File: src/srp_pkg.sv
// shared types and constants for the seeded register permutation block
// no dependencies; imported by every module of the block
`default_nettype none

package srp_pkg;

   // widths fixed by the result fields
   localparam int IDX_W  = 5;          // table index and entry value
   localparam int DIV_W  = IDX_W + 1;  // modulus (i+1), up to 32
   localparam int SEED_W = 64;
   localparam int BYTE_W = 8;

   // seed fold: seed * FOLD_MUL + byte + FOLD_ADD
   localparam logic [31:0]       FOLD_MUL = 32'd1315423911;
   localparam logic [SEED_W-1:0] FOLD_ADD = 64'h9E37_79B9_7F4A_7C15;

   // xorshift64 shift amounts
   localparam int XS_A = 13;
   localparam int XS_B = 7;
   localparam int XS_C = 17;

   // request to the permutation table memory
   typedef struct packed {
      logic             rd_en;
      logic [IDX_W-1:0] rd_a_addr;
      logic [IDX_W-1:0] rd_b_addr;
      logic             wr_en;
      logic [IDX_W-1:0] wr_addr;
      logic [IDX_W-1:0] wr_data;
      logic             clear;
   } tbl_req_type;

   // registered read data of the table
   typedef struct packed {
      logic [IDX_W-1:0] a;
      logic [IDX_W-1:0] b;
   } tbl_rd_type;

endpackage

`default_nettype wire

File: src/srp_table.sv
// permutation table: one write port, two registered read ports
// entries never written since the last clear read as their own index; uses srp_pkg
`default_nettype none

module srp_table
   import srp_pkg::*;
#(
   parameter int DEPTH = 31
) (
   input  wire logic        clock,
   input  wire logic        reset,
   input  wire tbl_req_type req,
   output tbl_rd_type       rd
);

   localparam int ADDR_W = (DEPTH > 1) ? $clog2(DEPTH) : 1;

   logic [IDX_W-1:0] mem [DEPTH];
   logic [DEPTH-1:0] valid_ff;
   tbl_rd_type       rd_ff;

   // storage
   always_ff @(posedge clock) begin
      if (req.wr_en) begin
         mem[req.wr_addr[ADDR_W-1:0]] <= req.wr_data;
      end
   end

   // valid bits, cleared at once to bring back the identity
   always_ff @(posedge clock) begin
      if (reset || req.clear) begin
         valid_ff <= '0;
      end else if (req.wr_en) begin
         valid_ff[req.wr_addr[ADDR_W-1:0]] <= 1'b1;
      end
   end

   // registered reads
   always_ff @(posedge clock) begin
      if (req.rd_en) begin
         rd_ff.a <= valid_ff[req.rd_a_addr[ADDR_W-1:0]] ?
                    mem[req.rd_a_addr[ADDR_W-1:0]] : req.rd_a_addr;
         rd_ff.b <= valid_ff[req.rd_b_addr[ADDR_W-1:0]] ?
                    mem[req.rd_b_addr[ADDR_W-1:0]] : req.rd_b_addr;
      end
   end

   assign rd = rd_ff;

endmodule

`default_nettype wire

File: src/srp_fold.sv
// seed fold unit: seed * FOLD_MUL + byte + FOLD_ADD mod 2^64
// four-stage pipeline with two 32x32 partial products; uses srp_pkg
`default_nettype none

module srp_fold
   import srp_pkg::*;
(
   input  wire logic              clock,
   input  wire logic              reset,
   input  wire logic              start,
   input  wire logic [SEED_W-1:0] seed,
   input  wire logic [BYTE_W-1:0] key_byte,
   output logic                   done,
   output logic [SEED_W-1:0]      result
);

   logic [3:0]        vld_ff;
   logic [31:0]       s_lo_ff;
   logic [31:0]       s_hi_ff;
   logic [SEED_W-1:0] bc_ff;
   logic [SEED_W-1:0] p_lo_ff;
   logic [31:0]       p_hi_ff;
   logic [SEED_W-1:0] bc1_ff;
   logic [SEED_W-1:0] t_ff;
   logic [31:0]       p_hi2_ff;
   logic [SEED_W-1:0] result_ff;

   always_ff @(posedge clock) begin
      if (reset) begin
         vld_ff <= '0;
      end else begin
         vld_ff <= {vld_ff[2:0], start};
      end
   end

   always_ff @(posedge clock) begin
      // capture
      if (start) begin
         s_lo_ff <= seed[31:0];
         s_hi_ff <= seed[63:32];
         bc_ff   <= {{(SEED_W-BYTE_W){1'b0}}, key_byte} + FOLD_ADD;
      end
      // partial products
      p_lo_ff <= {32'd0, s_lo_ff} * {32'd0, FOLD_MUL};
      p_hi_ff <= s_hi_ff * FOLD_MUL;
      bc1_ff  <= bc_ff;
      // low product plus addend
      t_ff     <= p_lo_ff + bc1_ff;
      p_hi2_ff <= p_hi_ff;
      // upper half gets the high partial product
      result_ff <= {t_ff[63:32] + p_hi2_ff, t_ff[31:0]};
   end

   assign done   = vld_ff[3];
   assign result = result_ff;

endmodule

`default_nettype wire

File: src/srp_modulo.sv
// bit-serial remainder unit: 64-bit dividend mod a 6-bit divisor
// one dividend bit per cycle; uses srp_pkg
`default_nettype none

module srp_modulo
   import srp_pkg::*;
(
   input  wire logic              clock,
   input  wire logic              reset,
   input  wire logic              start,
   input  wire logic [SEED_W-1:0] dividend,
   input  wire logic [DIV_W-1:0]  divisor,
   output logic                   done,
   output logic [IDX_W-1:0]       remainder
);

   localparam int CNT_W = $clog2(SEED_W);

   logic              busy_ff;
   logic              done_ff;
   logic [CNT_W-1:0]  cnt_ff;
   logic [SEED_W-1:0] div_ff;
   logic [DIV_W-1:0]  dsr_ff;
   logic [IDX_W-1:0]  rem_ff;
   logic [DIV_W-1:0]  trial;
   logic [IDX_W-1:0]  rem_in;

   // shift in next bit, subtract when it fits
   always_comb begin
      trial = {rem_ff, div_ff[SEED_W-1]};
      if (trial >= dsr_ff) begin
         rem_in = IDX_W'(trial - dsr_ff);
      end else begin
         rem_in = trial[IDX_W-1:0];
      end
   end

   always_ff @(posedge clock) begin
      if (reset) begin
         busy_ff <= 1'b0;
         done_ff <= 1'b0;
         cnt_ff  <= '0;
      end else if (start) begin
         busy_ff <= 1'b1;
         done_ff <= 1'b0;
         cnt_ff  <= CNT_W'(SEED_W - 1);
      end else if (busy_ff) begin
         cnt_ff <= cnt_ff - 1'b1;
         if (cnt_ff == '0) begin
            busy_ff <= 1'b0;
            done_ff <= 1'b1;
         end
      end else begin
         done_ff <= 1'b0;
      end
   end

   always_ff @(posedge clock) begin
      if (start) begin
         div_ff <= dividend;
         dsr_ff <= divisor;
         rem_ff <= '0;
      end else if (busy_ff) begin
         div_ff <= {div_ff[SEED_W-2:0], 1'b0};
         rem_ff <= rem_in;
      end
   end

   assign done      = done_ff;
   assign remainder = rem_ff;

endmodule

`default_nettype wire

File: src/seeded_register_permutation.sv
// seeded register permutation: key bytes fold into a seed, the last byte triggers a
// shuffle of a REG_COUNT-entry table, then the table is streamed out one beat per entry
// a key byte that is not the last returns to ready once its seed fold is done
// last byte: fold, then REG_COUNT-1 shuffle steps, each waiting on the bit-serial
// remainder unit, a fixed-point count with a possible 0/1 swap, then result beats
// held while rsp_tready is low; reset is synchronous, clears seed, counter and table
`default_nettype none

module seeded_register_permutation
   import srp_pkg::*;
#(
   parameter int REG_COUNT = 31,
   parameter int KEY_BYTES = 32
) (
   input  wire logic        clock,
   input  wire logic        reset,
   // key byte channel
   input  wire logic        req_tvalid,
   output logic             req_tready,
   input  wire logic [7:0]  req_tdata,   // [7:0] key_byte
   // table entry channel
   output logic             rsp_tvalid,
   input  wire logic        rsp_tready,
   output logic [15:0]      rsp_tdata,   // [4:0] slot, [9:5] target, [15:10] zero
   output logic             rsp_tlast    // last_entry
);

   localparam int CNT_W = (KEY_BYTES > 1) ? $clog2(KEY_BYTES) : 1;
   localparam logic [IDX_W-1:0] TOP_IDX = IDX_W'(REG_COUNT - 1);

   // sequencer states
   typedef enum logic [11:0] {
      S_IDLE = 12'b0000_0000_0001,  // waiting for a key byte
      S_FOLD = 12'b0000_0000_0010,  // seed fold in flight
      S_XS   = 12'b0000_0000_0100,  // step the generator, start remainder
      S_MOD  = 12'b0000_0000_1000,  // remainder in flight
      S_RD   = 12'b0000_0001_0000,  // read entries k and j
      S_WK   = 12'b0000_0010_0000,  // write entry k
      S_WJ   = 12'b0000_0100_0000,  // write entry j
      S_CRD  = 12'b0000_1000_0000,  // fixed-point scan read
      S_CCHK = 12'b0001_0000_0000,  // fixed-point scan compare
      S_FIX  = 12'b0010_0000_0000,  // decide on the 0/1 swap
      S_ERD  = 12'b0100_0000_0000,  // emission read
      S_ELD  = 12'b1000_0000_0000   // emission load to output
   } state_type;

   state_type         state_ff, state_in;
   logic [SEED_W-1:0] seed_ff, seed_in;
   logic [CNT_W-1:0]  cnt_ff, cnt_in;
   logic [IDX_W-1:0]  k_ff, k_in;
   logic [IDX_W-1:0]  j_ff, j_in;
   logic [IDX_W-1:0]  pos_ff, pos_in;
   logic [DIV_W-1:0]  fixed_ff, fixed_in;
   logic              fix_ff, fix_in;

   logic              rsp_valid_ff;
   logic [IDX_W-1:0]  rsp_slot_ff;
   logic [IDX_W-1:0]  rsp_target_ff;
   logic              rsp_last_ff;
   logic              rsp_load;

   logic              req_accept;
   logic              fold_done;
   logic [SEED_W-1:0] fold_result;
   logic              mod_start;
   logic              mod_done;
   logic [IDX_W-1:0]  mod_rem;
   logic [SEED_W-1:0] xs_a, xs_b, xs_next;
   tbl_req_type       tbl_req;
   tbl_rd_type        tbl_rd;

   assign req_tready = (state_ff == S_IDLE);
   assign req_accept = req_tvalid && req_tready;

   // xorshift64 step of the current seed
   always_comb begin
      xs_a    = seed_ff ^ (seed_ff << XS_A);
      xs_b    = xs_a ^ (xs_a >> XS_B);
      xs_next = xs_b ^ (xs_b << XS_C);
   end

   srp_fold u_fold (
      .clock    (clock),
      .reset    (reset),
      .start    (req_accept),
      .seed     (seed_ff),
      .key_byte (req_tdata),
      .done     (fold_done),
      .result   (fold_result)
   );

   srp_modulo u_modulo (
      .clock     (clock),
      .reset     (reset),
      .start     (mod_start),
      .dividend  (xs_next),
      .divisor   ({1'b0, k_ff} + 1'b1),
      .done      (mod_done),
      .remainder (mod_rem)
   );

   srp_table #(
      .DEPTH (REG_COUNT)
   ) u_table (
      .clock (clock),
      .reset (reset),
      .req   (tbl_req),
      .rd    (tbl_rd)
   );

   // sequencer
   always_comb begin
      state_in  = state_ff;
      seed_in   = seed_ff;
      cnt_in    = cnt_ff;
      k_in      = k_ff;
      j_in      = j_ff;
      pos_in    = pos_ff;
      fixed_in  = fixed_ff;
      fix_in    = fix_ff;
      mod_start = 1'b0;
      rsp_load  = 1'b0;
      tbl_req   = '0;

      case (state_ff)
         S_IDLE: begin
            if (req_accept) begin
               state_in = S_FOLD;
            end
         end
         S_FOLD: begin
            if (fold_done) begin
               seed_in = fold_result;
               if (cnt_ff == CNT_W'(KEY_BYTES - 1)) begin
                  // last byte: table is already identity, start shuffle at the top
                  cnt_in   = '0;
                  k_in     = TOP_IDX;
                  state_in = S_XS;
               end else begin
                  cnt_in   = cnt_ff + 1'b1;
                  state_in = S_IDLE;
               end
            end
         end
         S_XS: begin
            seed_in   = xs_next;
            mod_start = 1'b1;
            state_in  = S_MOD;
         end
         S_MOD: begin
            if (mod_done) begin
               j_in     = mod_rem;
               state_in = S_RD;
            end
         end
         S_RD: begin
            tbl_req.rd_en     = 1'b1;
            tbl_req.rd_a_addr = k_ff;
            tbl_req.rd_b_addr = j_ff;
            state_in          = S_WK;
         end
         S_WK: begin
            tbl_req.wr_en   = 1'b1;
            tbl_req.wr_addr = k_ff;
            tbl_req.wr_data = tbl_rd.b;
            state_in        = S_WJ;
         end
         S_WJ: begin
            tbl_req.wr_en   = 1'b1;
            tbl_req.wr_addr = j_ff;
            tbl_req.wr_data = tbl_rd.a;
            if (fix_ff) begin
               pos_in   = '0;
               state_in = S_ERD;
            end else if (k_ff == IDX_W'(1)) begin
               pos_in   = '0;
               fixed_in = '0;
               state_in = S_CRD;
            end else begin
               k_in     = k_ff - 1'b1;
               state_in = S_XS;
            end
         end
         S_CRD: begin
            tbl_req.rd_en     = 1'b1;
            tbl_req.rd_a_addr = pos_ff;
            tbl_req.rd_b_addr = pos_ff;
            state_in          = S_CCHK;
         end
         S_CCHK: begin
            fixed_in = fixed_ff + DIV_W'(tbl_rd.a == pos_ff);
            if (pos_ff == TOP_IDX) begin
               state_in = S_FIX;
            end else begin
               pos_in   = pos_ff + 1'b1;
               state_in = S_CRD;
            end
         end
         S_FIX: begin
            // nearly the identity: swap entries 0 and 1
            if (({1'b0, fixed_ff} + 1'b1) >= (DIV_W + 1)'(REG_COUNT)) begin
               k_in     = IDX_W'(1);
               j_in     = '0;
               fix_in   = 1'b1;
               state_in = S_RD;
            end else begin
               pos_in   = '0;
               state_in = S_ERD;
            end
         end
         S_ERD: begin
            tbl_req.rd_en     = 1'b1;
            tbl_req.rd_a_addr = pos_ff;
            tbl_req.rd_b_addr = pos_ff;
            state_in          = S_ELD;
         end
         S_ELD: begin
            if (!rsp_valid_ff || rsp_tready) begin
               rsp_load = 1'b1;
               if (pos_ff == TOP_IDX) begin
                  // run complete: back to the reset state
                  tbl_req.clear = 1'b1;
                  seed_in       = '0;
                  fix_in        = 1'b0;
                  state_in      = S_IDLE;
               end else begin
                  pos_in   = pos_ff + 1'b1;
                  state_in = S_ERD;
               end
            end
         end
         default: begin
            state_in = S_IDLE;
         end
      endcase
   end

   always_ff @(posedge clock) begin
      if (reset) begin
         state_ff <= S_IDLE;
         seed_ff  <= '0;
         cnt_ff   <= '0;
         fix_ff   <= 1'b0;
      end else begin
         state_ff <= state_in;
         seed_ff  <= seed_in;
         cnt_ff   <= cnt_in;
         fix_ff   <= fix_in;
      end
   end

   always_ff @(posedge clock) begin
      k_ff     <= k_in;
      j_ff     <= j_in;
      pos_ff   <= pos_in;
      fixed_ff <= fixed_in;
   end

   // output register
   always_ff @(posedge clock) begin
      if (reset) begin
         rsp_valid_ff <= 1'b0;
      end else if (rsp_load) begin
         rsp_valid_ff <= 1'b1;
      end else if (rsp_tready) begin
         rsp_valid_ff <= 1'b0;
      end
   end

   always_ff @(posedge clock) begin
      if (rsp_load) begin
         rsp_slot_ff   <= pos_ff;
         rsp_target_ff <= tbl_rd.a;
         rsp_last_ff   <= (pos_ff == TOP_IDX);
      end
   end

   assign rsp_tvalid = rsp_valid_ff;
   assign rsp_tdata  = {6'd0, rsp_target_ff, rsp_slot_ff};
   assign rsp_tlast  = rsp_last_ff;

   // the last entry leaves the block in its reset state
   a_end_of_run : assert property (@(posedge clock) disable iff (reset)
      (rsp_load && pos_ff == TOP_IDX) |=> (state_ff == S_IDLE && seed_ff == '0))
      else $error("block not back at reset state after last entry");

   // swap partner never above the index being placed
   a_partner_range : assert property (@(posedge clock) disable iff (reset)
      (state_ff == S_RD) |-> (j_ff <= k_ff))
      else $error("swap partner above current index");

   // the fold result only arrives while the sequencer waits for it
   a_fold_timing : assert property (@(posedge clock) disable iff (reset)
      fold_done |-> (state_ff == S_FOLD))
      else $error("fold result outside fold wait");

endmodule

`default_nettype wire

File: config.mk
export PLATFORM = sky130hd
export DESIGN_NAME = seeded_register_permutation
export DESIGN_NICKNAME = d
export VERILOG_FILES = /design/src/srp_pkg.sv /design/src/srp_table.sv /design/src/srp_fold.sv /design/src/srp_modulo.sv /design/src/seeded_register_permutation.sv
export SDC_FILE = /design/constraint.sdc
export NUM_CORES = 2
export LEC_CHECK = 0
export BUFFER_PORTS_ARGS = -buffer_cell sky130_fd_sc_hd__buf_4
export CORE_MARGIN = 2
export CORE_UTILIZATION = 66
export DETAILED_ROUTE_END_ITERATION = 7
export GPL_TIMING_DRIVEN = 0
export PLACE_DENSITY = 0.82
export SYNTH_ARGS = -nofsm -noshare
export SYNTH_HDL_FRONTEND = slang
export SYNTH_HIERARCHICAL = 1
export SYNTH_SLANG_ARGS = --single-unit
File: constraint.sdc
create_clock -name clock -period 9.9 [get_ports clock]
set_clock_uncertainty 0.1 [all_clocks]
set_input_delay 1.98 -clock clock [delete_from_list [all_inputs] [get_ports clock]]
set_output_delay 1.98 -clock clock [all_outputs]
set_load 0.01 [all_outputs]
==> flow_metrics.tcl <==
set metrics [dict create \
    vias 39640 \
    dp_cells 6380 \
    cts_setup_buffers 0 \
    portBuffers 24 \
    dp_hpwl_mm 120.8 \
    drive_gt1_frac 0.07942 \
    root_buffer "clkbuf_16" \
    grt_max_degree 65 \
    max-cap-violations 0 \
    area_delta_synth_final_pct 7.069 \
    yosys.cell_types.count 113 \
    antenna_found_initial 1 \
    htreeDepth 3 \
    hold_depth 0 \
    drc 0 \
    hold_end "u_fold/p_hi2_ff[11]$_DFF_P_" \
    worstReg2RegEnd "u_fold/p_lo_ff[62]$_DFF_P_" \
    start_util 0.6639 \
    status "finished, final reports clean" \
    cp_max_fo 12 \
    period_share 0.8224 \
    fin_cells 6516 \
    setup_viol 0 \
    core_sq_um 88100 \
    clock-sinks 735 \
    hold_class "register to register" \
    cts_made_buffers 73 \
    worstMarginPinSlew_ps 1318 \
    first_iter_violations 3540 \
    netlist_instances 5185 \
    grt_pass1_wl_mm 235.6 \
    fin_util 0.7109 \
    wl_per_cell_um 23.48 \
    holdCritStartpoint "u_fold/p_hi_ff[11]$_DFF_P_" \
    final_common_cell "inv_1" \
    cts_tree "built" \
    grt_overflow 0 \
    synthFlopType "dfxtp_1" \
    r2r_slack_ps 1760 \
    hold_viol 0 \
    yosysWarnings 6 \
    maxClockFrequency_mhz 122.8 \
    cts_resized 0 \
    die_y_um 301.7 \
    rsz0062_at_grt "no" \
    cp-start-kind "register" \
    yosys_register_bits 735 \
    synth_area_leader_cell "fa_1" \
    final_cell_mix "inv_1 (1034), ha_1 (659), fa_1 (636), dfxtp_1 (395), edfxtp_1 (340)" \
    arrival_ps 8570 \
    die_x_um 301.7 \
    drt-total-wl_mm 153.0 \
    clock_latency_ps 670 \
    grt_pass1_vias 41200 \
    syn_area_sq_um 58490 \
    finalWorstSetupSlack_ps 1759 \
    rows 109 \
    io_pins 31 \
    synth_edf_count 340 \
    vias_per_cell 6.083 \
    cts-hold-fix-buffers 0 \
    syn_area_per_cell_sq_um 11.28 \
    place_congestion 1.015 \
    path_class "register to register" \
    required_ps 10330 \
    synth_top_cell_area_share 0.2177 \
    fin_crit_ps 8141 \
    synthArstFlopShare 0 \
    cp-end-kind "register" \
    globalRouteTotalUtil 0.3445 \
    n_antenna_cell 0 \
    first_pass_iters 7 \
    slew_headroom 0.1214 \
    finalMaxSlewViolations 0 \
    clk_pin_slew_worst_paths_ps 90 \
    nNetsFinal 6597 \
    ant_nets 0 \
    worstRegToRegCells 23 \
    die_area_sq_um 91020 \
    clockBufferDepth 3 \
    worstReg2RegStart "u_fold/s_lo_ff[16]$_DFFE_PP_" \
    yosysSeqAreaShare 0.3097 \
    tns_ps 0 \
    synth_area_leaders "fa_1 (22%), edfxtp_1 (17%), ha_1 (14%), dfxtp_1 (14%), inv_1 (6.6%)" \
    post-place-ws_ps 1961 \
]
flip-flops by register name, indices dropped and copies added (netlist names), 6 cells and up:
register,count
u_fold/s_lo_ff,32
u_table/rd,10
u_fold/t_ff,64
u_modulo/dsr_ff,6
seed_ff,64
u_fold/s_hi_ff,32
state_ff,12
u_fold/result,64
u_fold/p_hi2_ff,32
fixed_ff,6
u_fold/p_lo_ff,63
u_table/valid_ff,31
u_modulo/cnt_ff,6
u_fold/bc1_ff,9
u_fold/p_hi_ff,32
u_table/mem,155
u_fold/bc_ff,9
u_modulo/div_ff,64
cells in the mapped netlist, types with 9 or more instances:
master and n:
mux2_1 10, nor2_1 173, nor3_1 39, a22oi_1 65, and2_1 21, a21oi_1 221
nand3_1 42, a211oi_1 64, nand2b_1 26, mux4_2 71, or3_1 13, xor2_1 112
o211ai_1 15, nand4_1 18, o21ai_1 23, mux2i_1 32, o31ai_1 19, buf_2 40
edfxtp_1 340, clkbuf_1 69, o21a_1 51, o21bai_1 16, ha_1 659, dfxtp_1 395
mux2_2 81, xnor2_1 288, nor2b_1 20, a22o_1 22, nand3b_1 16, fa_1 636
inv_1 1034, o22ai_1 16, buf_4 15, a311oi_1 9, a21o_1 69, nand2_1 145
o21ai_0 88, a31oi_1 20, nor4_1 14, and3_1 12
per-layer routing:
metal  vias up  track usage  wire (um)
li1      17530            -          -
met1     19610       0.4513      59050
met2      2008       0.5539      71060
met3       483      0.05547      13180
met4         2       0.1867       9666
met5         -            0         13
final cells by class:
| type | count | area (sq um) |
|---|---|---|
| Fill cell | 6118 | 25470 |
| Timing Repair Buffer | 25 | 207.7 |
| Inverter | 1039 | 3900 |
| Clock inverter | 51 | 563.0 |
| Tap cell | 1165 | 1458 |
| Buffer | 136 | 654.4 |
| Sequential cell | 735 | 18120 |
| Multi-Input combinational cell | 3280 | 35850 |
| Clock buffer | 85 | 1882 |
how the worst max path moves through the flow:
stage	startpoint	endpoint	slack, ps	cells after the start
global placement	u_fold/s_lo_ff[15]$_DFFE_PP_	u_fold/p_lo_ff[57]$_DFF_P_	2000	24
finish	u_fold/s_lo_ff[16]$_DFFE_PP_	u_fold/p_lo_ff[62]$_DFF_P_	1760	23
floorplan	u_fold/s_lo_ff[13]$_DFFE_PP_	u_fold/p_lo_ff[57]$_DFF_P_	2880	24
CTS	u_fold/s_lo_ff[16]$_DFFE_PP_	u_fold/p_lo_ff[62]$_DFF_P_	1880	23
detailed placement	u_fold/s_lo_ff[16]$_DFFE_PP_	u_fold/p_lo_ff[62]$_DFF_P_	1960	23
global route	u_fold/s_lo_ff[7]$_DFFE_PP_	u_fold/p_lo_ff[57]$_DFF_P_	1570	25
metrics by stage:
step	cell area (sq um)	hold slack [ps]
2_1_floorplan	58510	209.6
3_3_place_gp	60150	210.6
3_5_place_dp	60180	212.1
4_1_cts	62630	174.4
5_1_grt	62630	180.2
6_report	62630	178.1
critical path, stage by stage (launching register included):
cell and delay [ps]:
edfxtp_1 1050, ha_1 410, inv_1 90, fa_1 500, inv_1 60, fa_1 500, fa_1 530, inv_1 60
fa_1 540, inv_1 50, fa_1 480, inv_1 50, fa_1 470, inv_1 60, ha_1 400, nand4_1 180
o31ai_2 690, a2111oi_4 230, o211ai_1 280, a21boi_1 150, o21a_2 270, o41ai_2 480, a221oi_2 150, xnor2_1 220
cells by family after synthesis:
family / Yosys count / share of synthesized area
mux: 194 / 0.05033
other cells: 1 / 0.00006411
flops: 735 / 0.3097
fa+ha+maj: 1295 / 0.3586
xor+xnor: 400 / 0.05989
simple gates: 596 / 0.05183
compound gates: 789 / 0.09166
buf+inv: 1175 / 0.07786
Power is not shown: default switching activity piles up to over one toggle a cycle in this logic, so the estimate is an artifact.
